$ cat src/sv/dcm_pkg.sv
`default_nettype none
package dcm_pkg;

	localparam int VEC_W = 32;
	localparam int DIM = 3;
	localparam int FUNC_W = 3;
	localparam int ROW_W = 2;
	localparam int USER_IN_W = FUNC_W + ROW_W;
	localparam int TDATA_W = DIM * VEC_W;
	localparam logic [ROW_W-1:0] ROW_NONE = 2'd3;

	typedef enum logic [FUNC_W-1:0] {
		FN_LOAD,
		FN_ZERO,
		FN_IDENT,
		FN_ROT,
		FN_ROT_XY,
		FN_ROT_XY_INV,
		FN_MUL,
		FN_MUL_T
	} func_t;

	typedef enum logic [2:0] {
		OP_NOP,
		OP_LOAD,
		OP_ZERO,
		OP_IDENT,
		OP_ROT,
		OP_MUL,
		OP_MULT
	} op_t;

	typedef struct packed {
		op_t op;
		logic [ROW_W-1:0] row;
		logic inv;
		logic signed [VEC_W-1:0] vx;
		logic signed [VEC_W-1:0] vy;
		logic signed [VEC_W-1:0] vz;
	} cmd_t;

endpackage
`default_nettype wire

$ cat src/sv/dcm_queue.sv
`default_nettype none
module dcm_queue (
	input  logic          clk,
	input  logic          arst_n,
	input  logic          push_valid,
	output logic          push_ready,
	input  dcm_pkg::cmd_t push_cmd,
	output logic          pop_valid,
	input  logic          pop_ready,
	output dcm_pkg::cmd_t pop_cmd
);
	import dcm_pkg::*;

	localparam int DEPTH = 2;
	localparam int PTR_W = $clog2(DEPTH);
	localparam int CNT_W = $clog2(DEPTH + 1);

	cmd_t mem_q [DEPTH];
	logic [PTR_W-1:0] wr_ptr_q;
	logic [PTR_W-1:0] rd_ptr_q;
	logic [CNT_W-1:0] count_q;
	logic push;
	logic pop;

	assign push_ready = (count_q != CNT_W'(DEPTH));
	assign pop_valid = (count_q != '0);
	assign pop_cmd = mem_q[rd_ptr_q];
	assign push = push_valid && push_ready;
	assign pop = pop_valid && pop_ready;

	always_ff @(posedge clk or negedge arst_n) begin
		if (!arst_n) begin
			wr_ptr_q <= '0;
			rd_ptr_q <= '0;
			count_q <= '0;
		end else begin
			if (push) begin
				wr_ptr_q <= wr_ptr_q + 1'b1;
			end
			if (pop) begin
				rd_ptr_q <= rd_ptr_q + 1'b1;
			end
			if (push && !pop) begin
				count_q <= count_q + 1'b1;
			end else if (pop && !push) begin
				count_q <= count_q - 1'b1;
			end
		end
	end

	always_ff @(posedge clk) begin
		if (push) begin
			mem_q[wr_ptr_q] <= push_cmd;
		end
	end

endmodule
`default_nettype wire

$ cat config.mk
export PLATFORM = sky130hd
export DESIGN_NAME = dcm_queue
export DESIGN_NICKNAME = d
export VERILOG_FILES = /design/src/sv/dcm_pkg.sv /design/src/sv/dcm_queue.sv
export SDC_FILE = /design/constraint.sdc
export NUM_CORES = 1
export LEC_CHECK = 0
export BUFFER_PORTS_ARGS = -buffer_cell sky130_fd_sc_hd__buf_2
export CAP_MARGIN = 10
export CORE_MARGIN = 10
export CORE_UTILIZATION = 45
export CTS_BUF_LIST = sky130_fd_sc_hd__clkbuf_4 sky130_fd_sc_hd__clkbuf_8
export DETAILED_ROUTE_END_ITERATION = 8
export PLACE_DENSITY = 0.7
export SLEW_MARGIN = 20
export SYNTH_ARGS = -nofsm -noshare
export SYNTH_HDL_FRONTEND = slang
export SYNTH_SLANG_ARGS = --single-unit
$ cat constraint.sdc
create_clock -name clk -period 13.2 [get_ports clk]
set_input_delay 1.32 -clock clk [delete_from_list [all_inputs] [get_ports clk]]
set_output_delay 1.32 -clock clk [all_outputs]
set_load 0.03 [all_outputs]
==> results.py <==
metrics = {
    "critical_path": {
        "required_ns": 11.88,
        "r2r-end": "mem_q[0][35]$_DFFE_PP_",
        "path_buf_inv": 2,
        "slowest_stage": "dfrtp_4",
        "path_cells": "buf_4, mux2_2, buf_2",
        "worstSetupStartpointType": "register",
        "r2r_setup_slack_ns": 10.47,
        "max_stage_delay_ns": 0.85,
        "reg2reg_from": "count_q[0]$_DFFE_PN0P_",
        "worst-setup-path-type": "register to primary output",
        "cp_top_family": "buffers and inverters",
        "end_kind": "primary output",
        "r2r_cells": 4,
        "path_max_fanout": 53,
        "crit_arrival_ns": 2.68,
    },
    "route": {
        "drc": 0,
        "drt-total-wl_mm": 15.5,
        "detail_route.first_pass.iterations": 4,
        "initialDrtViolationCount": 171,
        "vias_per_cell": 4.83,
        "postRouteAntennaNets": 0,
        "num_vias": 3919,
        "wl_per_cell_um": 19.1,
    },
    "yosys": {
        "ys_seq_elements": 208,
        "syn_avg_cell_area_um2": 22.6,
        "async_reset_ff_share_pct": 1.92,
        "synthCells": 335,
        "synth_fp_nets": 442,
        "syn_area_um2": 7570,
        "synth-edff-count": 204,
        "seq_area_frac_synth_pct": 82.2,
        "ys_warn_count": 0,
        "synth_ff_type": "edfxtp_1",
        "synthDistinctLibCells": 15,
    },
    "floorplan": {
        "die-width_um": 150,
        "ios": 210,
        "die_h_um": 150,
        "start_util_pct": 45.8,
        "die_area_um2": 22400,
        "design.core.area_um2": 16500,
        "num_rows": 47,
    },
    "timing": {
        "finalCritPeriodShare_pct": 30.3,
        "max_freq_mhz": 250,
        "skew_ns": 0.0161,
        "worst_slew_pin_slew_ns": 1.07,
        "rsz0062_at_grt": "false",
        "setup_viol": 0,
        "slew_violations": 0,
        "setup_ws_ns": 9.20,
        "setup_tns_ns": 0,
        "hold_viol_final": 0,
        "slew_headroom_pct": 28.7,
        "period_needed_ns": 4.00,
    },
    "place": {
        "dp_slack_ns": 9.60,
        "dpl_cell_area_um2": 8830,
        "io_buffers": 209,
        "place_congestion": 0.726,
        "dp_hpwl_mm": 10.6,
    },
    "min_path": {
        "worstHoldStart": "count_q[1]$_DFFE_PN0P_",
        "hold_depth": 1,
        "hold_class": "register to register",
        "hold_end": "count_q[1]$_DFFE_PN0P_",
    },
    "clock_tree": {
        "cts_made_buffers": 34,
        "clkSlewWorstSetupHoldPaths_ns": 0.06,
        "holdBufCountCts": 0,
        "clock-sinks": 208,
        "clock_latency_ns": 0.49,
        "postCtsSetupBuffers": 0,
        "htreeDepth": 2,
        "cts_resized": 0,
        "root_buffer": "clkbuf_8",
        "tritoncts": "built",
        "clockBufferDepth": 3,
    },
    "outcome": {
        "run_status": "completed",
    },
    "grt": {
        "overflow": 0,
        "grt_max_degree": 78,
        "grt_pass1_vias": 4366,
        "grt_pass1_wl_mm": 23.2,
        "grt_antenna_before_repair": 3,
        "track_usage_pct": 13.3,
    },
    "power": {
        "vdd_drop_max_mv": 0.139,
        "power_density_nw_per_um2": 242,
        "p_total_mw": 2.29,
        "p_leak_nw": 3.57,
    },
    "flow_run": {
        "drv_cap": 0,
    },
    "layout": {
        "final_nets": 679,
        "drive_gt1_share_pct": 62.7,
        "areaGrowthSynthToFinish_pct": 25.1,
        "final_area_um2": 9470,
    },
}
[worst max path at each step]
stage | from | endpoint | slack (ns) | cells after the start
2_1_floorplan | push_valid | mem_q[0][0]$_DFFE_PP_ | 6.97 | 2
3_5_place_dp | push_valid | mem_q[0][28]$_DFFE_PP_ | 9.60 | 4
3_3_place_gp | push_valid | mem_q[0][24]$_DFFE_PP_ | 9.66 | 4
4_1_cts | rd_ptr_q$_DFFE_PN0P_ | pop_cmd[81] | 9.13 | 3
5_1_grt | rd_ptr_q$_DFFE_PN0P_ | pop_cmd[4] | 9.02 | 3
6_report | rd_ptr_q$_DFFE_PN0P_ | pop_cmd[81] | 9.20 | 3
[Yosys cell counts, types with 2 or more instances]
library cell / count / area share, %
nor2_1: 2 / 0.099
nand2_1: 2 / 0.099
buf_2: 3 / 0.20
dfrtp_1: 4 / 1.3
xor2_1: 2 / 0.23
buf_6: 7 / 1.0
mux2_2: 102 / 15
edfxtp_1: 204 / 81
xnor2_1: 3 / 0.35
[cell type report]
cell class | instances | area [um^2]
clock inverter | 4 | 17.5
timing repair buffer | 212 | 1070
inverter | 1 | 3.75
multi-input combinational | 115 | 1250
fill | 1303 | 7050
tap | 220 | 275
clock buffer | 50 | 619
antenna | 2 | 5.00
sequential | 208 | 6230
[registers in the layout, summed over array words and instances, names as in the netlist]
register	cells
count_q	2
wr_ptr_q	1
rd_ptr_q	1
mem_q	204
[stage by stage]
step           instances  utilization (%)  hold slack (ns)
4_1_cts              810             57.3            0.506
3_5_place_dp         756             53.4            0.498
6_report             812             57.3            0.495
3_3_place_gp         756             53.4            0.475
5_1_grt              811             57.3            0.542
2_1_floorplan        335                -            0.456
[worst register-to-register path: cells and delay by family (launching register included)]
family | cells | cell delay (ns)
flip-flops | 1 | 0.39
buffers and inverters | 1 | 0.87
AND/OR/NAND/NOR | 3 | 0.99
[cell families (layout without fill, tap and decap cells)]
| group | count (synthesis) | in the layout | share of synthesized area [%] |
|---|---|---|---|
| xor gates and xnor gates | 5 | 5 | 0.579 |
| adders and majority gates | 1 | 1 | 0.165 |
| DFF | 208 | 208 | 82.2 |
| buffers and inverters | 12 | 267 | 1.39 |
| other | 0 | 2 | 0 |
| and+or+nand+nor | 7 | 7 | 0.447 |
| muxes | 102 | 102 | 15.2 |
[cell usage in the layout (no fill, tap or decap)]
master    synthesis  layout
dfrtp_4           0       1
ha_1              1       1
nor2_4            0       1
mux2_2          102     102
nand2b_1          1       1
diode_2           0       2
xor2_1            2       2
clkinv_1          0       2
xnor2_1           3       3
inv_1             1       1
buf_2             3     209
clkinv_2          0       2
and3_4            0       1
clkbuf_4          0      11
nor2_1            2       1
clkbuf_8          0      39
edfxtp_1        204     204
nand2_1           2       2
or2_2             1       1
dfrtp_1           4       3
buf_4             1       3
[routing by layer]
layer | global-route usage [%] | wire length (um) | vias up
met5 | 0 | 13 | -
met4 | 4.96 | 252 | 2
li1 | - | - | 1805
met3 | 6.37 | 1610 | 25
met1 | 15.0 | 6080 | 1922
met2 | 21.7 | 7530 | 165
[power breakdown]
part | leakage [nW] | switching [mW] | internal (mW)
clock | 0.342 | 0.222 | 0.297
sequential | 1.94 | 0.0622 | 0.907
combinational | 1.29 | 0.532 | 0.269
total | 3.57 | 0.816 | 1.47
Power figures use the tool's default switching activity.
