$ cat src/sv/dcm_pkg.sv
`default_nettype none
package dcm_pkg;

	localparam int VEC_W = 32;
	localparam int DIM = 3;
	localparam int FUNC_W = 3;
	localparam int ROW_W = 2;
	localparam int USER_IN_W = FUNC_W + ROW_W;
	localparam int TDATA_W = DIM * VEC_W;
	localparam logic [ROW_W-1:0] ROW_NONE = 2'd3;

	typedef enum logic [FUNC_W-1:0] {
		FN_LOAD,
		FN_ZERO,
		FN_IDENT,
		FN_ROT,
		FN_ROT_XY,
		FN_ROT_XY_INV,
		FN_MUL,
		FN_MUL_T
	} func_t;

	typedef enum logic [2:0] {
		OP_NOP,
		OP_LOAD,
		OP_ZERO,
		OP_IDENT,
		OP_ROT,
		OP_MUL,
		OP_MULT
	} op_t;

	typedef struct packed {
		op_t op;
		logic [ROW_W-1:0] row;
		logic inv;
		logic signed [VEC_W-1:0] vx;
		logic signed [VEC_W-1:0] vy;
		logic signed [VEC_W-1:0] vz;
	} cmd_t;

endpackage
`default_nettype wire

$ cat src/sv/dcm_front.sv
`default_nettype none
module dcm_front (
	input  logic                         s_tvalid,
	output logic                         s_tready,
	input  logic [dcm_pkg::TDATA_W-1:0]  s_tdata,   // vec_x, vec_y, vec_z
	input  logic [dcm_pkg::USER_IN_W-1:0] s_tuser,  // func, row_sel
	output logic                         push_valid,
	input  logic                         push_ready,
	output dcm_pkg::cmd_t                push_cmd
);
	import dcm_pkg::*;

	func_t fn;
	logic [ROW_W-1:0] row_sel;

	assign fn = func_t'(s_tuser[FUNC_W-1:0]);
	assign row_sel = s_tuser[USER_IN_W-1:FUNC_W];
	assign push_valid = s_tvalid;
	assign s_tready = push_ready;

	always_comb begin
		push_cmd.row = row_sel;
		push_cmd.inv = 1'b0;
		push_cmd.vx = s_tdata[VEC_W-1:0];
		push_cmd.vy = s_tdata[2*VEC_W-1:VEC_W];
		push_cmd.vz = s_tdata[3*VEC_W-1:2*VEC_W];
		case (fn)
			FN_LOAD: begin
				push_cmd.op = (row_sel == ROW_NONE) ? OP_NOP : OP_LOAD;
			end
			FN_ZERO: begin
				push_cmd.op = OP_ZERO;
			end
			FN_IDENT: begin
				push_cmd.op = OP_IDENT;
			end
			FN_ROT: begin
				push_cmd.op = OP_ROT;
			end
			FN_ROT_XY: begin
				push_cmd.op = OP_ROT;
				push_cmd.vz = '0;
			end
			FN_ROT_XY_INV: begin
				push_cmd.op = OP_ROT;
				push_cmd.vz = '0;
				push_cmd.inv = 1'b1;
			end
			FN_MUL: begin
				push_cmd.op = OP_MUL;
			end
			FN_MUL_T: begin
				push_cmd.op = OP_MULT;
			end
			default: begin
				push_cmd.op = OP_NOP;
			end
		endcase
	end

endmodule
`default_nettype wire

$ cat config.mk
export PLATFORM = sky130hd
export DESIGN_NAME = dcm_front
export DESIGN_NICKNAME = d
export VERILOG_FILES = /design/src/sv/dcm_pkg.sv /design/src/sv/dcm_front.sv
export SDC_FILE = /design/constraint.sdc
export NUM_CORES = 1
export LEC_CHECK = 0
export BUFFER_PORTS_ARGS = -buffer_cell sky130_fd_sc_hd__clkbuf_2
export CELL_PAD_IN_SITES_DETAIL_PLACEMENT = 1
export CELL_PAD_IN_SITES_GLOBAL_PLACEMENT = 1
export CORE_ASPECT_RATIO = 1.5
export CORE_MARGIN = 1
export CORE_UTILIZATION = 12
export DETAILED_ROUTE_END_ITERATION = 8
export GPL_TIMING_DRIVEN = 0
export PLACE_DENSITY = 0.94
export SETUP_SLACK_MARGIN = 0.3
export SLEW_MARGIN = 10
export SYNTH_ARGS = -nofsm -noshare
export SYNTH_HDL_FRONTEND = slang
export SYNTH_SLANG_ARGS = --single-unit
$ cat constraint.sdc
create_clock -name vclk -period 0.8
set_input_delay 0.04 -clock vclk [all_inputs]
set_output_delay 0.04 -clock vclk [all_outputs]
set_load 0.05 [all_outputs]
==> summary.md, run 1 <==
| Metric | Value |
|---|---|
| Max-capacitance violation count | `0` |
| Final critical-path required period | `0.865 ns` |
| Biggest fanout along the worst timing path | `8` |
| Count of pins over their slew limit | `0` |
| Maximum clock rate | `1160 MHz` |
| Die outline width | `71.4 um` |
| Share of layout cells above drive strength 1 | `99.6%` |
| Initial DRT Pass Iterations | `5` |
| Power density relative to cell area | `993 nW/um^2` |
| Data required time of the worst path | `0.76 ns` |
| Worst Tran Pin Value | `0.306 ns` |
| Violated checks | `design-rule violations, negative setup slack` |
| Fraction of the yosys area taken by sequential cells | `0%` |
| Category of cells accounting for the largest share of critical-path delay | `buffers and inverters` |
| Maximum number of pins on one net before global-route repair | `11` |
| Wire length of the first global-routing pass | `5440 um` |
| Total I/O pin count | `207` |
| Number of cells produced by synthesis | `112` |
| Most prevalent standard cell on the critical path | `clkbuf_16` |
| Path type of the worst setup path | `primary input to output port` |
| Number of warnings reported in the yosys synthesis log | `0` |
| Post-synth top area share | `58.9%` |
| Die ar. | `7580 sq um` |
| Routed vias/inst | `3.74` |
| Final setup viols | `32` |
| Worst Setup Slack, final | `-0.0651 ns` |
| Via count of the first global-routing pass | `1146` |
| Path class of the lowest-slack min-delay path | `primary input to output port` |
| Crit start category | `primary input` |
| Top library cells by usage in the layout, fill and taps aside | `clkbuf_2 (100), buf_4 (70), and2_4 (32), clkbuf_16 (28), buf_8 (12)` |
| Slew Limit Headroom | `79.7%` |
| Count of routing violations after the opening detailed-route iteration | `24` |
| Final-report hold violation count | `0` |
| DR WL/cell | `11.9 um` |
| Wirelength, routed | `3990 um` |
| Residual overflow from global routing | `0` |
| Post-route ant nets | `0` |
| Worst Hold Margin | `0.386 ns` |
| Number of buffer and inverter instances along the worst setup path | `3` |
| Area of the multi-input gates | `388 sq um` |
| Initial antenna violation count | `0` |
| Peak ir drop on the vdd network | `0.379 mV` |
| Critical Path AT | `0.83 ns` |
| Run status | `complete, but fails checks` |
| Row Count | `37` |
| Endpoint kind of the worst setup timing path | `output port` |
| Mean post-synth cell area | `7.74 sq um` |
| Highest cell delay on the worst timing path | `0.20 ns` |
| Final weighted congestion of routability-driven global placement | `0.673` |
| Antenna diodes | `0` |
| Cell Area, Synth | `867 sq um` |
| Final period utilization | `108%` |
| Synth area leader | `buf_4` |
| Net count after synthesis | `215` |
| Final Net Count | `364` |
| Post-synthesis cell type count | `13` |
| Most common cell after layout, fill and taps aside | `clkbuf_2` |
| Initial cell density of the core | `12.5%` |
| Total placed instance area | `1730 sq um` |
| HPWL after DPL | `3240 um` |
| Number of buffers inserted by port buffering | `141` |
| Slowest-stage cell, CP | `nand2b_4` |
| Seq. cell area | `0 sq um` |
| Die Span Y | `106 um` |
| Area added between synthesis and finish | `188%` |
| Overall global routing resource usage | `8.85%` |
| Synth area leaders | `buf_4 (59%), and2_4 (20%), and2_1 (7.2%), buf_6 (3.9%), a21o_2 (2.0%)` |
| Leakage Power | `1.41 nW` |
| Unrepaired setup endpoints after global routing | `true` |
| Drt drc | `19` |
| Via count of the routed design | `1261` |
| Seq Cell Count | `0` |
| CLK BUF | `0` |
| Post-Layout Inst Area | `2500 sq um` |
| Standard cell core area | `6940 sq um` |
| Ordered cell list for the critical path | `buf_8 > nand2b_4 > clkbuf_16 > and2_4 > clkbuf_16` |
| Cts-stage hold buffer count | `0` |
| Count of filler cells inserted in the layout | `799` |
==> cells by family after synthesis <==
kind of cell           Yosys count  share of synthesized area [%]
buffers and inverters           72                           63.2
AO/OA/AOI/OAI                    4                           3.17
XOR/XNOR                         1                           1.01
AND/OR/NAND/NOR                 35                           32.6
==> area by class of cell <==
cell class	instances	share of cell area, %
buffer	71	21.9
inverter	1	0.301
multi-input combinational	40	15.5
tap	78	3.91
timing repair buffer	147	58.3
==> worst min-delay path: cells and delay by family <==
| family | cells | cell delay (ns) |
|---|---|---|
| AOI/OAI and AO/OA | 1 | 0.04 |
| buffers and inverters | 2 | 0.27 |
==> synth_stat cells <==
cell type  count
xor2_1         1
or3b_1         1
and3_2         1
and2_4        20
o21ai_0        1
a21o_2         2
and2_2         2
buf_6          3
buf_4         68
a21oi_1        1
inv_1          1
and2_1        10
nand2b_4       1
==> repair_timing <==
action | 4_1_cts | 5_1_grt
setup endpoints to repair | 38 | 36
resized for setup | 110 | 21
buffers inserted | 1 | 2
cloned | 1 | 2
pin swaps | 3 | 2
hold endpoints to repair | 0 | 0
==> power by group <==
part,leakage (nW),switching (W),total [W],internal (W)
logic,1.41,0.00141,0.00248,0.00107
registers,0,0,0,0
clock network,0,0,0,0
total,1.41,0.00141,0.00248,0.00107
==> per-layer routing <==
metal	vias up	global-route usage [%]	share of wire [%]
met5	-	0	0
met3	0	3.51	21
met4	0	0	0
met2	152	19.0	54
li1	566	-	-
met1	543	7.79	25
==> worst paths after layout <==
kind,start,to,slack (ns),cells after the start
worst max-delay path,s_tuser[1],push_cmd[6],-0.07,5
worst min-delay path,s_tuser[0],push_cmd[99],0.39,3
==> per-stage QoR <==
stage / power, W / TNS [ns] / std cells / util, % / setup slack [ns]
after floorplan: 0.00159 / 0 / 112 / - / 0.174
after global placement: 0.00196 / -3.63 / 331 / 24.9 / -0.195
after detailed placement: 0.00198 / -4.04 / 331 / 24.9 / -0.199
after CTS: 0.00242 / -1.68 / 333 / 34.6 / -0.0791
after global routing: 0.00257 / -2.08 / 337 / 36.0 / -0.0917
final: 0.00248 / -1.22 / 337 / 36.0 / -0.0651
No activity file was read; power rests on OpenSTA's default activity.
==> run 2, diff against run 1 <==
- ABC_AREA: unset -> 1
- CORE_UTILIZATION: 12 -> 11
- PLACE_DENSITY: 0.94 -> 0.93
==> summary.md, run 2 <==
| Metric | Value |
|---|---|
| Via count of the first global-routing pass | `1379 (+20%)` |
| Post-synthesis cell type count | `11 (-2)` |
| Power density relative to cell area | `971 nW/um^2 (-2.2%)` |
| Clk network pwr share | `0% (unchanged)` |
| Top library cells by usage in the layout, fill and taps aside | `clkbuf_2 (100), buf_4 (73), nor2_4 (33), inv_1 (32), buf_8 (29)` |
| Critical Path AT | `0.88 ns (+0.05 ns)` |
| Die ar. | `8140 sq um (+7.5%)` |
| Antenna diodes | `0 (unchanged)` |
| Crit start category | `primary input` |
| Net load switching power | `0.00160 W (+14%)` |
| Gate power share | `100.0% (about the same)` |
| Path class of the lowest-slack min-delay path | `primary input to output port` |
| Post-route ant nets | `0 (unchanged)` |
| Synth area leader | `buf_4` |
| Count of routing violations after the opening detailed-route iteration | `8 (-67%)` |
| Share of layout cells above drive strength 1 | `88.3% (-11 points)` |
| Commonest cells in the synthesized netlist | `buf_4 (68), inv_1 (34), nor2_1 (30)` |
| Via count of the routed design | `1461 (+16%)` |
| CLK BUF | `0 (unchanged)` |
| Number of warnings reported in the yosys synthesis log | `0 (unchanged)` |
| Pre-CTS setup slack | `-0.325 ns (-0.127 ns)` |
| Final period utilization | `115% (+6.4 points)` |
| Worst Setup Slack, final | `-0.116 ns (-0.0512 ns)` |
| Max-capacitance violation count | `0 (unchanged)` |
| Final critical-path required period | `0.916 ns (+0.0512 ns)` |
| Row Count | `39 (+5.4%)` |
| Wirelength, routed | `6190 um (+55%)` |
| DR WL/cell | `15.4 um (+30%)` |
| Final core occ | `35.3% (-0.65 points)` |
| Worst Tran Pin Value | `0.321 ns (+0.0158 ns)` |
| Overall global routing resource usage | `12.0% (+3.2 points)` |
| Unrepaired setup endpoints after global routing | `true` |
| Cts-stage hold buffer count | `0 (unchanged)` |
| Endpoint kind of the worst setup timing path | `output port` |
| Number of cells produced by synthesis | `149 (+33%)` |
| Die Span Y | `110 um (+3.7%)` |
| Total I/O pin count | `207 (unchanged)` |
| Seq Cell Count | `0 (unchanged)` |
| Initial DRT Pass Iterations | `3 (-2)` |
| HPWL after DPL | `4500 um (+39%)` |
| Fraction of the yosys area taken by sequential cells | `0% (unchanged)` |
| Mean post-synth cell area | `5.74 sq um (-26%)` |
| Slew Limit Headroom | `78.7% (-1.1 points)` |
| Biggest fanout along the worst timing path | `7 (-1)` |
| Die outline width | `74.0 um (+3.7%)` |
| Standard cell core area | `7560 sq um (+8.9%)` |
| Number of buffers inserted by port buffering | `141 (unchanged)` |
| Cell Area, Synth | `856 sq um (-1.3%)` |
| Sequential share of power | `0% (unchanged)` |
| Violated checks | `negative setup slack` |
| Synth area leaders | `buf_4 (60%), inv_1 (15%), nor2_1 (13%), buf_6 (3.9%), nand2_1 (2.2%)` |
| Internal power | `0.000993 W (-7.4%)` |
| Most common cell after layout, fill and taps aside | `clkbuf_2` |
| Routed vias/inst | `3.64 (-2.6%)` |
| Final setup viols | `32 (unchanged)` |
| Net count after synthesis | `252 (+17%)` |
| Leakage Power | `1.51 nW (+6.8%)` |
| Run status | `complete, but fails checks` |
| Count of pins over their slew limit | `0 (unchanged)` |
| Data required time of the worst path | `0.76 ns (about the same)` |
| Path type of the worst setup path | `primary input to output port` |
| Area added between synthesis and finish | `212%` |
| Seq. cell area | `0 sq um (unchanged)` |
| Maximum clock rate | `1090 MHz (-5.6%)` |
| Count of filler cells inserted in the layout | `902 (+13%)` |
| Wire length of the first global-routing pass | `7090 um (+30%)` |
| Highest cell delay on the worst timing path | `0.17 ns (-0.03 ns)` |
| Top-count cell post-synth | `buf_4` |
| Ordered cell list for the critical path | `clkbuf_16 > inv_12 > nor2_4 > buf_12 > clkbuf_16 > nor2_4 > buf_8` |
| Initial antenna violation count | `0 (unchanged)` |
| Peak ir drop on the vdd network | `0.380 mV (+0.51%)` |
| Switching share of power | `61.7% (+5.0 points)` |
| Slowest-stage cell, CP | `clkbuf_16` |
| Initial cell density of the core | `11.3% (-1.2 points)` |
| Final Net Count | `404 (+11%)` |
| Maximum number of pins on one net before global-route repair | `11 (unchanged)` |
| Final-report hold violation count | `0 (unchanged)` |
| Residual overflow from global routing | `0 (unchanged)` |
| Final weighted congestion of routability-driven global placement | `0.686 (+2.0%)` |
| Post-synth top area share | `59.6% (+0.77 points)` |
| Drt drc | `0 (-19)` |
run 2: cell types whose count changed in the layout (fill, tap and decap cells not counted), sizes merged, moves of 2 or more:
cell    previous run  this run
a21o               2         0
nor2               0        33
nand3              0         3
inv                0        35
clkbuf           131       113
nand2              0         5
and2              32         0
buf               87       108
run 2: worst max-delay path: cells and delay by family:
family / cells / cell delay [ns]
buffers and inverters: 5 / 0.66
and+or+nand+nor: 2 / 0.16
run 2: through the flow:
stage / instances / instance area, sq um / power [W] / TNS (ns) / hold slack, ns
2_1_floorplan: 149 / 1150 / 0.00166 / 0 / 0.143
3_3_place_gp: 392 / 1980 / 0.00207 / -9.14 / 0.408
3_5_place_dp: 392 / 1980 / 0.00210 / -9.38 / 0.408
4_1_cts: 396 / 2530 / 0.00244 / -1.96 / 0.408
5_1_grt: 401 / 2670 / 0.00269 / -2.64 / 0.409
6_report: 401 / 2670 / 0.00260 / -1.99 / 0.407
run 2: layout make-up:
class / count / area, sq um / area share [%]
buffer: 71 / 586 / 21.9
tap: 102 / 128 / 4.78
timing repair buffer: 150 / 1350 / 50.4
multi-input combinational: 43 / 453 / 17.0
inverter: 35 / 159 / 5.95
run 2: path summary, 6_finish.rpt:
check	from	end	slack (ns)	depth (start not counted)
max	s_tuser[2]	push_cmd[26]	-0.12	7
min	s_tdata[22]	push_cmd[86]	0.41	2
run 2: power by group through the flow:
stage          registers [W]  clock network [W]  logic [W]
6_report                   0                  0    0.00260
5_1_grt                    0                  0    0.00269
4_1_cts                    0                  0    0.00244
3_5_place_dp               0                  0    0.00210
3_3_place_gp               0                  0    0.00207
2_1_floorplan              0                  0    0.00166
run 2: timing repair:
item,CTS,global route
gates resized for setup,96,38
gates cloned,1,2
buffers inserted,3,3
endpoints found under the setup margin,38,37
pin swaps,6,3
run 2: routing by layer:
layer  track usage [%]  vias to the layer above  routed length, um
li1                  -                      647                  -
met1              10.5                      630               1860
met2              24.0                      172               3120
met3              5.82                       12               1020
met4              2.34                        0                189
met5                 0                        -                  0
run 2: logic make-up (layout without fill, tap and decap cells):
family | count (synthesis) | after routing | share of synthesized area, %
AO/OA/AOI/OAI | 1 | 1 | 0.584
buffers and inverters | 106 | 256 | 78.9
AND/OR/NAND/NOR | 42 | 42 | 20.5
==> run 3, diff against run 2 <==
- CAP_MARGIN: unset -> 5
- clock period: 0.8 -> 1 ns (I/O delays scaled with it)
==> summary.md, run 3 (synthesized netlist as in run 2, its figures left out) <==
| Metric | Value |
|---|---|
| Path class of the lowest-slack min-delay path | `primary input to output port` |
| Slew Limit Headroom | `79.2% (+0.50 points)` |
| Antenna diodes | `0 (unchanged)` |
| Row Count | `39 (unchanged)` |
| Final period utilization | `87.8%` |
| Number of buffers inserted by port buffering | `141 (unchanged)` |
| Seq. cell area | `0 sq um (unchanged)` |
| Leakage Power | `1.44 nW (-4.3%)` |
| Count of routing violations after the opening detailed-route iteration | `8 (unchanged)` |
| Cts-stage hold buffer count | `0 (unchanged)` |
| Pre-CTS setup slack | `-0.0558 ns (+0.269 ns)` |
| Wire length of the first global-routing pass | `6150 um (-13%)` |
| Maximum number of pins on one net before global-route repair | `11 (unchanged)` |
| Most common cell after layout, fill and taps aside | `clkbuf_2` |
| Routed vias/inst | `3.56 (-2.2%)` |
| Overall global routing resource usage | `9.81% (-2.2 points)` |
| Number of placed instances with taps included | `392 (unchanged)` |
| Drt drc | `0 (unchanged)` |
| Run status | `complete, no violations` |
| Initial cell density of the core | `11.3% (unchanged)` |
| Standard cell core area | `7560 sq um (unchanged)` |
| Wirelength, routed | `4980 um (-20%)` |
| Initial antenna violation count | `1 (+1)` |
| Maximum clock rate | `1140 MHz` |
| Count of pins over their slew limit | `0 (unchanged)` |
| Worst hold stages | `2 (unchanged)` |
| Peak ir drop on the vdd network | `0.271 mV (-29%)` |
| Crit start category | `primary input` |
| Die ar. | `8140 sq um (unchanged)` |
| Worst Tran Pin Value | `0.314 ns (-0.00753 ns)` |
| Worst Hold Margin | `0.427 ns (+0.0201 ns)` |
| CLK BUF | `0 (unchanged)` |
| Final std cells w/o fill | `401 (unchanged)` |
| Die Span Y | `110 um (unchanged)` |
| Die outline width | `74.0 um (unchanged)` |
| Unrepaired setup endpoints after global routing | `true` |
| Via count of the first global-routing pass | `1373 (-0.44%)` |
| Area added between synthesis and finish | `192%` |
| Initial DRT Pass Iterations | `2 (-1)` |
| Seq Cell Count | `0 (unchanged)` |
| Final core occ | `33.1% (-2.2 points)` |
| Total I/O pin count | `207 (unchanged)` |
| Final-report hold violation count | `0 (unchanged)` |
| Worst Setup Slack, final | `0.122 ns (+0.238 ns)` |
| Final critical-path required period | `0.878 ns` |
| Via count of the routed design | `1429 (-2.2%)` |
| Setup total negative slack | `0 ns (+1.99 ns)` |
| DR WL/cell | `12.4 um (-20%)` |
| Data required time of the worst path | `0.95 ns (+0.19 ns)` |
| Origin of the worst min-delay path | `s_tdata[2]` |
| Ordered cell list for the critical path | `buf_8 > inv_6 > nor2_4 > buf_12 > clkbuf_16 > nor2_4 > buf_8` |
| Critical Path AT | `0.83 ns (-0.05 ns)` |
| Category of cells accounting for the largest share of critical-path delay | `buffers and inverters` |
| Top library cells by usage in the layout, fill and taps aside | `clkbuf_2 (103), buf_4 (74), buf_8 (36), inv_1 (33), nor2_4 (32)` |
| Power density relative to cell area | `784 nW/um^2 (-19%)` |
| Residual overflow from global routing | `0 (unchanged)` |
| Final Net Count | `404 (unchanged)` |
| Slowest-stage cell, CP | `clkbuf_16` |
| Endpoint kind of the worst setup timing path | `output port` |
| Destination of the worst hold path | `push_cmd[66]` |
| HPWL after DPL | `4020 um (-11%)` |
| Highest cell delay on the worst timing path | `0.17 ns (about the same)` |
| Max-capacitance violation count | `0 (unchanged)` |
| Final setup viols | `0 (-100%)` |
| Post-route ant nets | `0 (unchanged)` |
| Path type of the worst setup path | `primary input to output port` |
| Number of buffer and inverter instances along the worst setup path | `5 (unchanged)` |
| Share of layout cells above drive strength 1 | `87.0% (-1.3 points)` |
| Final weighted congestion of routability-driven global placement | `0.758 (+10%)` |
| Biggest fanout along the worst timing path | `7 (unchanged)` |
## run 3: changes by cell type in the layout (fill, tap and decap cells not counted), sizes merged
| cell | before | now |
|---|---|---|
| buf | 108 | 115 |
| clkbuf | 113 | 106 |
## run 3: through the flow
stage               area [sq um]  power, W
CTS                         2350   0.00185
finish                      2500   0.00196
global route                2500   0.00204
floorplan                   1080   0.00130
global placement            1910   0.00160
detailed placement          1910   0.00163
## run 3: how the worst max path moves through the flow
stage                     cells past startpoint      endpoint       start
after floorplan                               3  push_cmd[13]  s_tuser[2]
after global placement                        5  push_cmd[12]  s_tuser[1]
after detailed placement                      5  push_cmd[12]  s_tuser[1]
after CTS                                     7  push_cmd[15]  s_tuser[2]
after global routing                          7  push_cmd[24]  s_tuser[2]
final                                         7  push_cmd[24]  s_tuser[2]
## run 3: where the power goes
group	switching, W	internal, W	leakage (nW)
sequential	0	0	0
clock	0	0	0
combinational	0.00123	0.000732	1.44
## run 3: cell type report
class              instances  area [sq um]
fillers                  941          5060
plain buffers             71           593
multi-input cells         43           433
repair buffers           150          1210
inverters                 35           136
well taps                102           128
## run 3: routing by layer
layer  global-route usage (%)  share of wire (%)  vias to the layer above
met1                     8.70                 27                      623
met3                     2.73                 13                        4
met5                        0               0.26                        -
li1                         -                  -                      647
met4                    0.412               0.52                        2
met2                     21.6                 58                      153
## run 3: what timing repair did
action	4_1_cts	5_1_grt
gates resized for setup	85	47
pin swaps	1	4
cloned	1	2
endpoints found under the hold margin	0	0
setup endpoints to repair	35	36
setup buffers	4	2
